File: config.mk
export PLATFORM = sky130hd
export DESIGN_NAME = bfd_div
export DESIGN_NICKNAME = d
export VERILOG_FILES = /design/src/rtl/core/box_filter_downscaler_defines.svh /design/src/rtl/core/bfd_pkg.sv /design/src/rtl/core/bfd_div.sv
export SDC_FILE = /design/constraint.sdc
export NUM_CORES = 1
export LEC_CHECK = 0
export BUFFER_PORTS_ARGS = -buffer_cell sky130_fd_sc_hd__clkbuf_2
export CAP_MARGIN = 20
export CORE_MARGIN = 2
export CORE_UTILIZATION = 60
export CTS_CLUSTER_DIAMETER = 50
export DETAILED_ROUTE_END_ITERATION = 6
export PLACE_DENSITY = 0.93
export SYNTH_ARGS = -nofsm -noshare
export SYNTH_HDL_FRONTEND = slang
export SYNTH_SLANG_ARGS = --single-unit
File: constraint.sdc
create_clock -name clk -period 3.7 [get_ports clk]
set_input_delay 0.925 -clock clk [delete_from_list [all_inputs] [get_ports clk]]
set_output_delay 0.925 -clock clk [all_outputs]
set_load 0.01 [all_outputs]
File: src/rtl/core/box_filter_downscaler_defines.svh
// Assertion macros used by the box filter downscaler top level.
`ifndef BOX_FILTER_DOWNSCALER_DEFINES_SVH
`define BOX_FILTER_DOWNSCALER_DEFINES_SVH

// Same-cycle implication, checked on clk, off while rst is high.
`define BFD_ASSERT_NOW(label, ante, cons, msg) \
  label: assert property (@(posedge clk) disable iff (rst) (ante) |-> (cons)) \
    else $error(msg);

// Next-cycle implication, checked on clk, off while rst is high.
`define BFD_ASSERT_NEXT(label, ante, cons, msg) \
  label: assert property (@(posedge clk) disable iff (rst) (ante) |=> (cons)) \
    else $error(msg);

`endif

File: src/rtl/core/bfd_pkg.sv
// Shared types and constants of the box filter downscaler.
`timescale 1ns / 1ps
package bfd_pkg;

  localparam int NUM_CH     = 4;   // red, green, blue, alpha
  localparam int CH_W       = 8;
  localparam int CFG_W      = 13;  // widest register, source sizes
  localparam int DCFG_W     = 11;  // destination size registers
  localparam int POS_W      = 10;  // destination coordinate fields
  localparam int QUOT_STEPS = 8;   // one quotient bit per divider step
  localparam int STEP_W     = 3;

  localparam logic [STEP_W-1:0] STEP_LAST = STEP_W'(QUOT_STEPS - 1);

  typedef logic [CH_W-1:0] chan_t;
  typedef logic [1:0]      reg_index_t;

  localparam reg_index_t REG_SRC_WIDTH  = 2'd0;
  localparam reg_index_t REG_SRC_HEIGHT = 2'd1;
  localparam reg_index_t REG_DST_WIDTH  = 2'd2;
  localparam reg_index_t REG_DST_HEIGHT = 2'd3;

  localparam logic [CFG_W-1:0]  SRC_DIM_RESET = 13'd1024;
  localparam logic [DCFG_W-1:0] DST_DIM_RESET = 11'd1024;

  typedef enum logic [2:0] {
    ST_IDLE = 3'b001,
    ST_RMW  = 3'b010,
    ST_DIV  = 3'b100
  } state_t;

endpackage

File: src/rtl/core/bfd_div.sv
// Four-lane restoring divider producing 8-bit channel averages.
`timescale 1ns / 1ps
module bfd_div #(
  parameter int SUM_W = 32,
  parameter int CNT_W = 25
) (
  input  logic                                    clk,
  input  logic                                    rst,
  input  logic                                    start,
  input  logic [bfd_pkg::NUM_CH*SUM_W-1:0]        sums,
  input  logic [CNT_W-1:0]                        count,
  output logic                                    done,
  output logic [bfd_pkg::NUM_CH*bfd_pkg::CH_W-1:0] quot
);

  localparam int DV_W = CNT_W + bfd_pkg::QUOT_STEPS - 1;
  localparam int CW   = (SUM_W > DV_W) ? SUM_W : DV_W;

  logic                         busy;
  logic [bfd_pkg::STEP_W-1:0]   step;
  logic [DV_W-1:0]              dvs;
  logic [SUM_W-1:0]             rem  [bfd_pkg::NUM_CH];
  bfd_pkg::chan_t               q    [bfd_pkg::NUM_CH];
  logic [CW-1:0]                diff [bfd_pkg::NUM_CH];
  logic                         ge   [bfd_pkg::NUM_CH];

  // Quotient is known to fit in 8 bits, so start with the divisor shifted by 7.
  always_comb begin
    for (int ch = 0; ch < bfd_pkg::NUM_CH; ch++) begin
      ge[ch]   = CW'(rem[ch]) >= CW'(dvs);
      diff[ch] = CW'(rem[ch]) - CW'(dvs);
      quot[ch*bfd_pkg::CH_W +: bfd_pkg::CH_W] = q[ch];
    end
  end

  always_ff @(posedge clk) begin
    if (rst) begin
      busy <= 1'b0;
      done <= 1'b0;
      step <= '0;
    end else if (start) begin
      busy <= 1'b1;
      done <= 1'b0;
      step <= '0;
    end else if (busy) begin
      step <= step + bfd_pkg::STEP_W'(1);
      if (step == bfd_pkg::STEP_LAST) begin
        busy <= 1'b0;
        done <= 1'b1;
      end
    end
  end

  always_ff @(posedge clk) begin
    if (start) begin
      dvs <= DV_W'(count) << (bfd_pkg::QUOT_STEPS - 1);
      for (int ch = 0; ch < bfd_pkg::NUM_CH; ch++) begin
        rem[ch] <= sums[ch*SUM_W +: SUM_W];
        q[ch]   <= '0;
      end
    end else if (busy) begin
      dvs <= dvs >> 1;
      for (int ch = 0; ch < bfd_pkg::NUM_CH; ch++) begin
        if (ge[ch]) begin
          rem[ch] <= diff[ch][SUM_W-1:0];
        end
        q[ch] <= {q[ch][bfd_pkg::CH_W-2:0], ge[ch]};
      end
    end
  end

endmodule

Word-level counts from Yosys, hierarchy flattened
Memories as Yosys holds them, arrays and structs flattened. Cells that the tools add are included.

Multiplexer cells: 34. Equality and inequality tests: 1. $add $sub $neg: 5. $lt $le $gt $ge: 4. Reductions and logical operators: 3. Bitwise operators: 8.

Operator list (number): 2-to-1 mux 32 bit (6); greater-or-equal comparator 32 bit (4); subtractor 32 bit (4); 2-to-1 mux 8 bit (4); 2-to-1 mux 1 bit (24); bitwise OR 1 bit (8); adder 3 x 1 -> 3 bit, second input constant (1); == test 3 bit, second input constant (1); AND reduction 2 bit (1); nonzero test 2 bit (1); OR reduction 2 bit (1).

Memories: 2. Output and inout port bits: 33. Register bits: 37. Memory bits (writable): 160. Logic and storage cells: 62.

Memories: rem (depth 4, bits a word 32, rd ports 4, clocked after memory_dff 0, wr ports 4, RTL line bfd_div.sv:22) `logic [SUM_W-1:0] rem [bfd_pkg::NUM_CH];`; q (depth 4, bits a word 8, rd ports 4, clocked after memory_dff 0, wr ports 4, RTL line bfd_div.sv:23) `bfd_pkg::chan_t q [bfd_pkg::NUM_CH];`.

Depth between registers and ports, before layout
Gate-level depths: netlist of the first run.

Word-level depth: 6. Mapped depth: 15. Mapped depth without buffers: 13.

Least setup slack after synthesis of the first run
Ideal clock, no wire load.

Path type: reg-to-reg. From: register dvs[1]. To: memory rem[2][0] (enable). Arrival time: 3.017 ns. Required time: 3.307 ns. Setup time: 0.393 ns. Setup slack: 0.290 ns. Stages on the path, launching flop included: 11. Path through: dfxtp_1 > inv_1 > fa_1 > a21oi_2 > o21ai_1 > a2111oi_4 > o211ai_2 > nand2_1 > or3b_2 > a21o_1 > a21o_1.

RTL lines: start: declaration (RTL line bfd_div.sv:21) `logic [DV_W-1:0] dvs;`; start signal: assignment (RTL line bfd_div.sv:56) `dvs <= DV_W'(count) << (bfd_pkg::QUOT_STEPS - 1);`; start signal: assignment (RTL line bfd_div.sv:62) `dvs <= dvs >> 1;`; end: declaration (RTL line bfd_div.sv:22).

==> results.sh, run 1 <==
export IMPL_outcome="finished, final reports clean"
export IMPL_grt_max_degree=56
export IMPL_initial_core_util_pct=60.6
export IMPL_end_kind="flop"
export IMPL_arrival_ns=3.82
export IMPL_drc_errors=0
export IMPL_grt_usage_pct=34.5
export IMPL_numCtsBuffers=17
export IMPL_layout_commonest_cell="clkbuf_2"
export IMPL_start_kind="flop"
export IMPL_num_vias=13853
export IMPL_synth_top_area_share_pct=36.7
export IMPL_maxCapViolCount=0
export IMPL_routed_wl_um=46500
export IMPL_post_drt_wl_per_cell_um=21.5
export IMPL_tns_ns=0
export IMPL_yosys_warnings=0
export IMPL_fp_dieH_um=163
export IMPL_clk_latency_ns=0.45
export IMPL_cts_max_level=4
export IMPL_cp_max_fo=21
export IMPL_post_route_util_pct=69.7
export IMPL_p_clk_share_pct=23.6
export IMPL_internal_power_uw=5080
export IMPL_slowest_delay_ns=0.42
export IMPL_ctsHoldBuffers=0
export IMPL_p_per_area_mw_per_mm2=467
export IMPL_pin_count=189
export IMPL_routabilityCongestion=0.977
export IMPL_fin_crit_sh_pct=98.2
export IMPL_grt_pass1_vias=12727
export IMPL_switching_share_pct=37.6
export IMPL_firstDrtPassIters=7
export IMPL_worst_hold_path_type="flop to flop"
export IMPL_critPathSlowestCell="edfxtp_1"
export IMPL_avgSynthCellArea_um2=9.40
export IMPL_fp_dieW_um=163
export IMPL_yosysTopAreaCell="edfxtp_1"
export IMPL_p_leak_uw=0.00747
export IMPL_share_comb_of_total_power_pct=41.6
export IMPL_crit_path_cell_trace="inv_1, ha_1, nand4_1, or2_1, or3_4, a21oi_2, a2111oi_4, or2_1, inv_2, buf_12, mux2_1"
export IMPL_seqPwrFrac_pct=34.7
export IMPL_path_common_cell="or2_1"
export IMPL_hpwl_um=34500
export IMPL_final_cell_mix="188 x clkbuf_2, 185 x edfxtp_1, 181 x nand2_1"
export IMPL_fin_skew_ns=0.0184
export IMPL_die_area_mm2=0.0265
export IMPL_critPathBufInv=3
export IMPL_synth_seq_cells=197
export IMPL_synth_cells=1609
export IMPL_slew_headroom_pct=51.6
export IMPL_postLayoutCellArea_mm2=0.0174
export IMPL_setup_viol=0
export IMPL_total_power_uw=8130
export IMPL_dpl_cell_area_mm2=0.0167
export IMPL_cts_tree="done"
export IMPL_via_per_inst=6.41
export IMPL_max_slew_worst_pin_slew_ns=0.725
export IMPL_gr_total_overflow=0
export IMPL_synthTopCellsByArea="edfxtp_1 37%, ha_1 11%, o21ai_0 4.7%, nand2_1 4.5%, a21oi_1 4.1%"
export IMPL_finalHoldViolations=0
export IMPL_yosys_most_used_dff="edfxtp_1"
export IMPL_drtAntennaViolNets=0
export IMPL_fmax_mhz=275
export IMPL_first_iter_violations=1789
export IMPL_grt_pass1_wl_um=69700
export IMPL_async_flop_share_pct=0
export IMPL_vdd_drop_max_v=0.000251
export IMPL_row_count=58
export IMPL_portBuffers=188
export IMPL_ys_seq_area_share_pct=38.3
export IMPL_p_sw_uw=3050
export IMPL_netlist_area_mm2=0.0151
export IMPL_clk_pin_slew_ns=0.08
export IMPL_antenna_found_initial=0
export IMPL_slew_violations=0
export IMPL_fin_crit_ns=3.63
export IMPL_required_ns=3.89
export IMPL_synth_nets=1899
export IMPL_synth_edf_count=185
export IMPL_crit_family="simple AND/OR/NAND/NOR gates"
export IMPL_syn_to_final_growth_pct=15.1
export IMPL_clockBufferDepth=2
export IMPL_yosysUniqueCellTypes=76
export IMPL_final_layout_size_suffix_gt1_share_pct=18.8
export IMPL_root_buffer="clkbuf_16"
export IMPL_critical_path_class="flop to flop"
export IMPL_numClockSinks=197
export IMPL_coreArea_mm2=0.0250
export IMPL_fin_nets=2106
export IMPL_whs_ns=0.526
-- final timing paths --
kind | start | end | slack, ns | depth (start not counted)
max | dvs[12] | rem[2][7] | 0.07 | 11
max reg2reg | dvs[12] | rem[2][7] | 0.07 | 11
min | done | done | 0.53 | 2
min reg2reg | done | done | 0.53 | 2
-- synthesized netlist by cell type (all sizes together) (5+ instances only) --
| master | count |
|---|---|
| mux2 | 39 |
| ha | 130 |
| o21a | 19 |
| mux2i | 11 |
| a41oi | 5 |
| o31ai | 23 |
| o41ai | 8 |
| a211o | 6 |
| a2111oi | 5 |
| a21o | 68 |
| nor2b | 10 |
| xor2 | 38 |
| o21bai | 14 |
| dfxtp | 12 |
| a31oi | 18 |
| nand2b | 29 |
| nand4 | 24 |
| nor3 | 22 |
| and2 | 41 |
| or2 | 7 |
| buf | 14 |
| and3 | 22 |
| nand3 | 25 |
| a21oi | 128 |
| or3 | 9 |
| o21ai | 151 |
| nor2 | 85 |
| a221o | 6 |
| inv | 72 |
| o211ai | 18 |
| nand2 | 182 |
| xnor2 | 64 |
| edfxtp | 185 |
| clkbuf | 51 |
| a211oi | 20 |
-- per-stage QoR --
step | std cells | worst slack [ns]
final | 2160 | 0.0659
after global routing | 2159 | -0.0357
after CTS | 2152 | 0.0694
after detailed placement | 2119 | -0.0344
after global placement | 2119 | 0.255
after floorplan | 1609 | 0.290
-- sequential cells by signal (all words and copies together), names as in the netlist --
register	flops
busy	1
dvs	32
rem	128
done	1
q	32
step	3
-- tightest hold or removal path: stages, from the launching register on --
cell	delay, ns
dfxtp_1	0.32
a21oi_1	0.11
nor3_1	0.05
-- metal layers --
metal / track usage, % / share of wire, %
met5: 0 / 0
met4: 17.6 / 5.5
met3: 5.81 / 11
met2: 53.1 / 44
met1: 47.0 / 40
-- area by class of cell --
type,count,area [um^2]
timing repair buffer,251,1480
tap,330,413
sequential,197,5800
multi-input combinational,1277,8850
clock inverter,11,96.3
antenna,1,2.50
inverter,72,274
clock buffer,21,493
fill,1873,7570
-- power by group through the flow --
stage | combinational [uW] | clock [uW] | sequential (uW)
global placement | 3140 | 0 | 2860
global route | 3670 | 1990 | 2840
finish | 3380 | 1920 | 2820
floorplan | 2340 | 0 | 2840
CTS | 3270 | 1920 | 2820
detailed placement | 3220 | 0 | 2870
-- timing repair --
item / CTS / global route
hold endpoints to repair: 0 / 0
buffers inserted: 0 / 6
gates cloned: 1 / 1
gates resized for setup: 0 / 7
pin swaps: 1 / 5
setup endpoints to repair: 1 / 112
-- cell families (layout without fill, tap and decap cells) --
| kind of cell | after synthesis | after routing | share of synthesized area, % |
|---|---|---|---|
| other cells | 0 | 1 | 0 |
| xor+xnor | 102 | 102 | 5.91 |
| fa+ha+maj | 134 | 134 | 11.3 |
| simple gates | 471 | 471 | 14.9 |
| buf+inv | 137 | 355 | 3.60 |
| mux | 50 | 50 | 3.63 |
| compound gates | 518 | 520 | 22.3 |
| flops | 197 | 197 | 38.3 |
Power figures use the tool's default switching activity.
==> inputs of run 2 (changes only) <==
--- a/config.mk
+++ b/config.mk
@@ -11,7 +11,7 @@
 export CORE_UTILIZATION = 60
 export CTS_CLUSTER_DIAMETER = 50
 export DETAILED_ROUTE_END_ITERATION = 6
-export PLACE_DENSITY = 0.93
+export PLACE_DENSITY = 0.92
 export SYNTH_ARGS = -nofsm -noshare
 export SYNTH_HDL_FRONTEND = slang
 export SYNTH_SLANG_ARGS = --single-unit
==> run 2 against run 1 <==
  * Sequential share of layout area rose by 0.41 points
  * Non-clock buffer count decreased by 19
  * Via count decreased by 0.63%
  * Register-to-register slack better by 0.07 ns
  * Routed wire length decreased by 3.9%
  * Cell count is 0.97% lower
  * Combinational power is 2% lower
  * Critical path depth increased by 1
  * Total power decreased by 0.88%
  * Global-route usage down 0.90 points
  * Hold slack improved by 0.0066 ns
  * Maximum frequency increased by 2.1%
  * Highest routed layer unchanged
==> results.sh, run 2 (synthesis results as in run 1) <==
export IMPL_slowest_delay_ns=0.46
export IMPL_end_kind="flop"
export IMPL_grt_max_degree=39
export IMPL_required_ns=3.85
export IMPL_setup_viol=0
export IMPL_hpwl_um=33400
export IMPL_initial_core_util_pct=60.6
export IMPL_path_depth=12
export IMPL_final_layout_size_suffix_gt1_share_pct=17.8
export IMPL_p_leak_uw=0.00736
export IMPL_num_vias=13766
export IMPL_p_sw_uw=3050
export IMPL_fin_nets=2085
export IMPL_switching_share_pct=37.8
export IMPL_via_per_inst=6.44
export IMPL_tns_ns=0
export IMPL_coreArea_mm2=0.0250
export IMPL_grt_pass1_vias=12962
export IMPL_fin_crit_sh_pct=96.2
export IMPL_crit_path_cell_trace="ha_1, inv_1, fa_1, a21oi_2, o21ai_1, a2111oi_4, o211ai_2, nand2_1, or3b_2, a21o_1, a21o_1, buf_4"
export IMPL_r2r_slack_ns=0.14
export IMPL_clockBufferDepth=2
export IMPL_fmax_mhz=281
export IMPL_grt_pass1_wl_um=68400
export IMPL_seqPwrFrac_pct=35.0
export IMPL_portBuffers=188
export IMPL_clk_latency_ns=0.46
export IMPL_final_instance_count_excl_fill=2139
export IMPL_outcome="finished, final reports clean"
export IMPL_numCtsBuffers=17
export IMPL_grt_usage_pct=33.6
export IMPL_r2r_cells=12
export IMPL_dp_cells=2105
export IMPL_top_regs="rem x128, dvs x32, q x32"
export IMPL_post_drt_wl_per_cell_um=20.9
export IMPL_multi_input_area_mm2=0.00880
export IMPL_drc_errors=0
export IMPL_cts_max_level=4
export IMPL_r2r_start="dvs[0]"
export IMPL_fp_dieW_um=163
export IMPL_arrival_ns=3.71
export IMPL_p_clk_share_pct=24.0
export IMPL_critPathBufInv=2
export IMPL_cts_tree="done"
export IMPL_startpoint="dvs[0]"
export IMPL_fill_cells=1872
export IMPL_finalHoldViolations=0
export IMPL_critical_path_class="flop to flop"
export IMPL_syn_to_final_growth_pct=13.7
export IMPL_share_comb_of_total_power_pct=41.0
export IMPL_routed_wl_um=44700
export IMPL_first_iter_violations=1601
export IMPL_final_cell_mix="188 x clkbuf_2, 185 x edfxtp_1, 181 x nand2_1"
export IMPL_crit_path_end="rem[2][2]"
export IMPL_r2r_end="rem[2][2]"
export IMPL_clk_pin_slew_ns=0.07
export IMPL_antenna_found_initial=0
export IMPL_slew_headroom_pct=51.1
export IMPL_rsz0062_at_grt="no"
export IMPL_fp_dieH_um=163
export IMPL_vdd_drop_max_v=0.000377
export IMPL_path_common_cell="a21o_1"
export IMPL_row_count=58
export IMPL_maxCapViolCount=0
export IMPL_largest_register="rem"
export IMPL_worst_hold_path_type="flop to flop"
export IMPL_gr_total_overflow=0
export IMPL_routabilityCongestion=0.995
export IMPL_crit_family="compound AO/OA/AOI/OAI gates"
export IMPL_firstDrtPassIters=6
export IMPL_max_slew_worst_pin_slew_ns=0.724
export IMPL_cp_max_fo=32
export IMPL_pin_count=189
export IMPL_die_area_mm2=0.0265
export IMPL_slew_violations=0
export IMPL_p_per_area_mw_per_mm2=469
export IMPL_numClockSinks=197
export IMPL_fin_crit_ns=3.56
export IMPL_start_kind="flop"
export IMPL_drtAntennaViolNets=0
export IMPL_layout_commonest_cell="clkbuf_2"
export IMPL_fin_skew_ns=0.0163
export IMPL_regArea_mm2=0.00580
export IMPL_root_buffer="clkbuf_16"
export IMPL_post_route_util_pct=68.8
export IMPL_whs_ns=0.533
export IMPL_critPathSlowestCell="dfxtp_1"
export IMPL_internal_power_uw=5010
export IMPL_largest_register_ffs=128
## run 2: cell count changes in the layout (fill, tap and decap cells not counted), sizes merged, moves of 2 or more
cell,before,now
clkinvlp,1,3
inv,81,79
a21oi,130,128
clkinv,1,4
buf,63,44
clkbuf,209,205
## run 2: timing repair
item	in CTS	in global routing
setup buffers	0	1
resized for setup	0	3
endpoints found under the setup margin	0	68
hold buffers	0	0
## run 2: per-stage QoR
stage / setup WS [ns] / instance area, um^2 / power, uW
CTS: 0.127 / 17200 / 7950
global placement: 0.221 / 16600 / 5930
detailed placement: 0.187 / 16600 / 6030
finish: 0.140 / 17200 / 8060
floorplan: 0.290 / 15100 / 5180
global route: 0.000198 / 17200 / 8430
## run 2: worst min path at each step
stage	slack, ns	start	endpoint	cells after the start
final	0.53	dvs[1]	dvs[0]	2
after global routing	0.55	dvs[5]	dvs[5]	2
after CTS	0.53	dvs[3]	dvs[3]	2
after detailed placement	0.51	dvs[3]	dvs[3]	2
after global placement	0.49	dvs[7]	dvs[6]	2
after floorplan	0.48	dvs[7]	dvs[6]	2
## run 2: worst register-to-register path: cells and delay by family, from the launching register on
kind	cells	cell delay (ns)
compound gates	6	1.30
fa+ha+maj	2	0.63
simple gates	2	0.54
flops	1	0.46
buf+inv	2	0.33
## run 2: final cells by class
cell class | count | share of cell area (%)
timing repair buffer | 232 | 7.62
inverter | 72 | 1.59
sequential | 197 | 33.7
multi-input combinational | 1275 | 51.2
clock inverter | 15 | 0.939
tap | 330 | 2.40
clock buffer | 17 | 2.48
antenna | 1 | 0.0146
## run 2: layer usage
metal	global-route usage, %	share of wire, %	vias up	wire, um
li1	-	-	6354	-
met1	44.0	40	6425	17700
met2	52.2	44	817	19700
met3	7.46	11	170	4770
met4	17.7	5.7	0	2540
met5	0	0	-	0
## run 2: power groups by stage
| stage | Combinational [uW] | Sequential [uW] | Clock (uW) |
|---|---|---|---|
| after global placement | 3080 | 2860 | 0 |
| after CTS | 3210 | 2820 | 1920 |
| after detailed placement | 3170 | 2870 | 0 |
| final | 3300 | 2820 | 1940 |
| after global routing | 3590 | 2840 | 2010 |
| after floorplan | 2340 | 2840 | 0 |
==> inputs of run 3 (changes only) <==
==> constraint.sdc (replaced) <==
create_clock -name clk -period 3.7 [get_ports clk]
set_input_delay 0.185 -clock clk [delete_from_list [all_inputs] [get_ports clk]]
set_output_delay 0.185 -clock clk [all_outputs]
set_load 0.01 [all_outputs]
==> run 3 against run 2 <==
  * Core utilization up 0.42 points
  * Die area unchanged
  * Total power up 1.2%
  * Sequential cell count unchanged
  * Global-route usage up 1.1 points
  * Routed wire length up 3.0%
  * First-iteration DRC count up 9.2%
  * Design area up 0.61%
  * Largest power group unchanged
==> results.sh, run 3 (synthesis results as in run 1) <==
export IMPL_via_per_inst=6.50
export IMPL_fin_skew_ns=0.0185
export IMPL_gr_total_overflow=0
export IMPL_grt_usage_pct=34.6
export IMPL_r2r_slack_ns=0.06
export IMPL_numClockSinks=197
export IMPL_cp_max_fo=16
export IMPL_startpoint="dvs[12]"
export IMPL_end_kind="flop"
export IMPL_max_slew_worst_pin_slew_ns=0.829
export IMPL_grt_pass1_vias=13000
export IMPL_tns_ns=0
export IMPL_critical_path_class="flop to flop"
export IMPL_firstDrtPassIters=5
export IMPL_routabilityCongestion=0.998
export IMPL_syn_to_final_growth_pct=14.4
export IMPL_initial_core_util_pct=60.6
export IMPL_fp_dieW_um=163
export IMPL_routed_wl_um=46000
export IMPL_drc_errors=0
export IMPL_finalHoldViolations=0
export IMPL_clk_pin_slew_ns=0.09
export IMPL_grt_pass1_wl_um=70600
export IMPL_p_leak_uw=0.00742
export IMPL_slew_headroom_pct=44.6
export IMPL_post_drt_wl_per_cell_um=21.4
export IMPL_antenna_cells=0
export IMPL_final_cell_mix="188 x clkbuf_2, 185 x edfxtp_1, 181 x nand2_1"
export IMPL_layout_commonest_cell="clkbuf_2"
export IMPL_fp_dieH_um=163
export IMPL_top_regs="rem x128, dvs x32, q x32"
export IMPL_fmax_mhz=275
export IMPL_whs_endpoint="rem[3][17]"
export IMPL_vdd_drop_max_v=0.000296
export IMPL_grt_max_degree=51
export IMPL_fin_nets=2093
export IMPL_row_count=58
export IMPL_antenna_found_initial=0
export IMPL_p_per_area_mw_per_mm2=472
export IMPL_fill_cells=1858
export IMPL_drtAntennaViolNets=0
export IMPL_setup_viol=0
export IMPL_clk_latency_ns=0.46
export IMPL_regArea_mm2=0.00580
export IMPL_hp_start="sums[113]"
export IMPL_multi_input_area_mm2=0.00881
export IMPL_clockBufferDepth=2
export IMPL_total_power_uw=8160
export IMPL_num_vias=13956
export IMPL_arrival_ns=3.84
export IMPL_final_instance_count_excl_fill=2146
export IMPL_worstHoldPathCells=3
export IMPL_die_area_mm2=0.0265
export IMPL_root_buffer="clkbuf_16"
export IMPL_numCtsBuffers=17
export IMPL_portBuffers=188
export IMPL_r2r_cells=11
export IMPL_cts_max_level=4
export IMPL_start_kind="flop"
export IMPL_hpwl_um=34300
export IMPL_slew_violations=0
export IMPL_largest_register="rem"
export IMPL_r2r_end="rem[2][9]"
export IMPL_required_ns=3.90
export IMPL_coreArea_mm2=0.0250
export IMPL_dp_cells=2107
export IMPL_fin_crit_ns=3.64
export IMPL_outcome="finished, final reports clean"
export IMPL_worst_hold_path_type="primary input to flop"
export IMPL_first_iter_violations=1749
export IMPL_pin_count=189
export IMPL_cts_tree="done"
export IMPL_largest_register_ffs=128
export IMPL_r2r_start="dvs[12]"
export IMPL_maxCapViolCount=0
export IMPL_fin_crit_sh_pct=98.4
export IMPL_final_layout_size_suffix_gt1_share_pct=18.0
[run 3: metal layers]
metal | up-vias | part of all wire [%] | global-route usage [%] | routed length [um]
li1 | 6374 | - | - | -
met3 | 159 | 12 | 6.88 | 5370
met4 | 0 | 5.1 | 16.1 | 2370
met1 | 6515 | 39 | 47.8 | 18000
met2 | 908 | 44 | 52.7 | 20200
met5 | - | 0 | 0 | 0
[run 3: area by class of cell]
class,instances,area share (%)
Multi-Input combinational cell,1275,50.9
Sequential cell,197,33.5
Timing Repair Buffer,240,8.02
Clock buffer,17,2.46
Tap cell,330,2.39
Inverter,72,1.58
Clock inverter,15,1.08
[run 3: critical path, cell delays in order (launching register included)]
cell	delay, ns
edfxtp_1	0.41
clkinvlp_4	0.30
ha_1	0.50
nand4_1	0.17
or2_1	0.28
or3_4	0.39
a21oi_2	0.22
a2111oi_4	0.11
or2_1	0.27
inv_2	0.20
buf_12	0.19
mux2_1	0.34
[run 3: repair_timing]
item / in CTS / in global routing
endpoints found under the setup margin: 0 / 50
resized for setup: 0 / 4
hold endpoints to repair: 6 / 0
buffers inserted: 0 / 5
hold buffers: 2 / 0
[run 3: worst max path at each step]
stage	endpoint	slack, ns	cells after the start
3_5_place_dp	rem[2][23]	0.14	12
4_1_cts	rem[0][30]	0.12	11
6_report	rem[2][9]	0.06	11
3_3_place_gp	rem[0][30]	0.25	11
2_1_floorplan	rem[2][0]	0.29	10
5_1_grt	rem[3][31]	-0.007	10
[run 3: per-stage QoR]
stage	worst slack (ns)	util (%)	hold WS (ns)	instance area [um^2]
final	0.0597	69.3	0.00355	17300
after global routing	-0.00718	69.3	0.00654	17300
after CTS	0.120	69.0	0.000348	17200
after detailed placement	0.137	66.5	0.426	16600
after global placement	0.253	66.5	0.420	16600
after floorplan	0.290	-	0.257	15100
[run 3: power breakdown]
part           leakage, uW  total [uW]  internal (uW)  switching [uW]
registers          0.00198        2820           2730            93.0
logic              0.00514        3330           1330            1990
clock network     0.000299        2010           1030             981
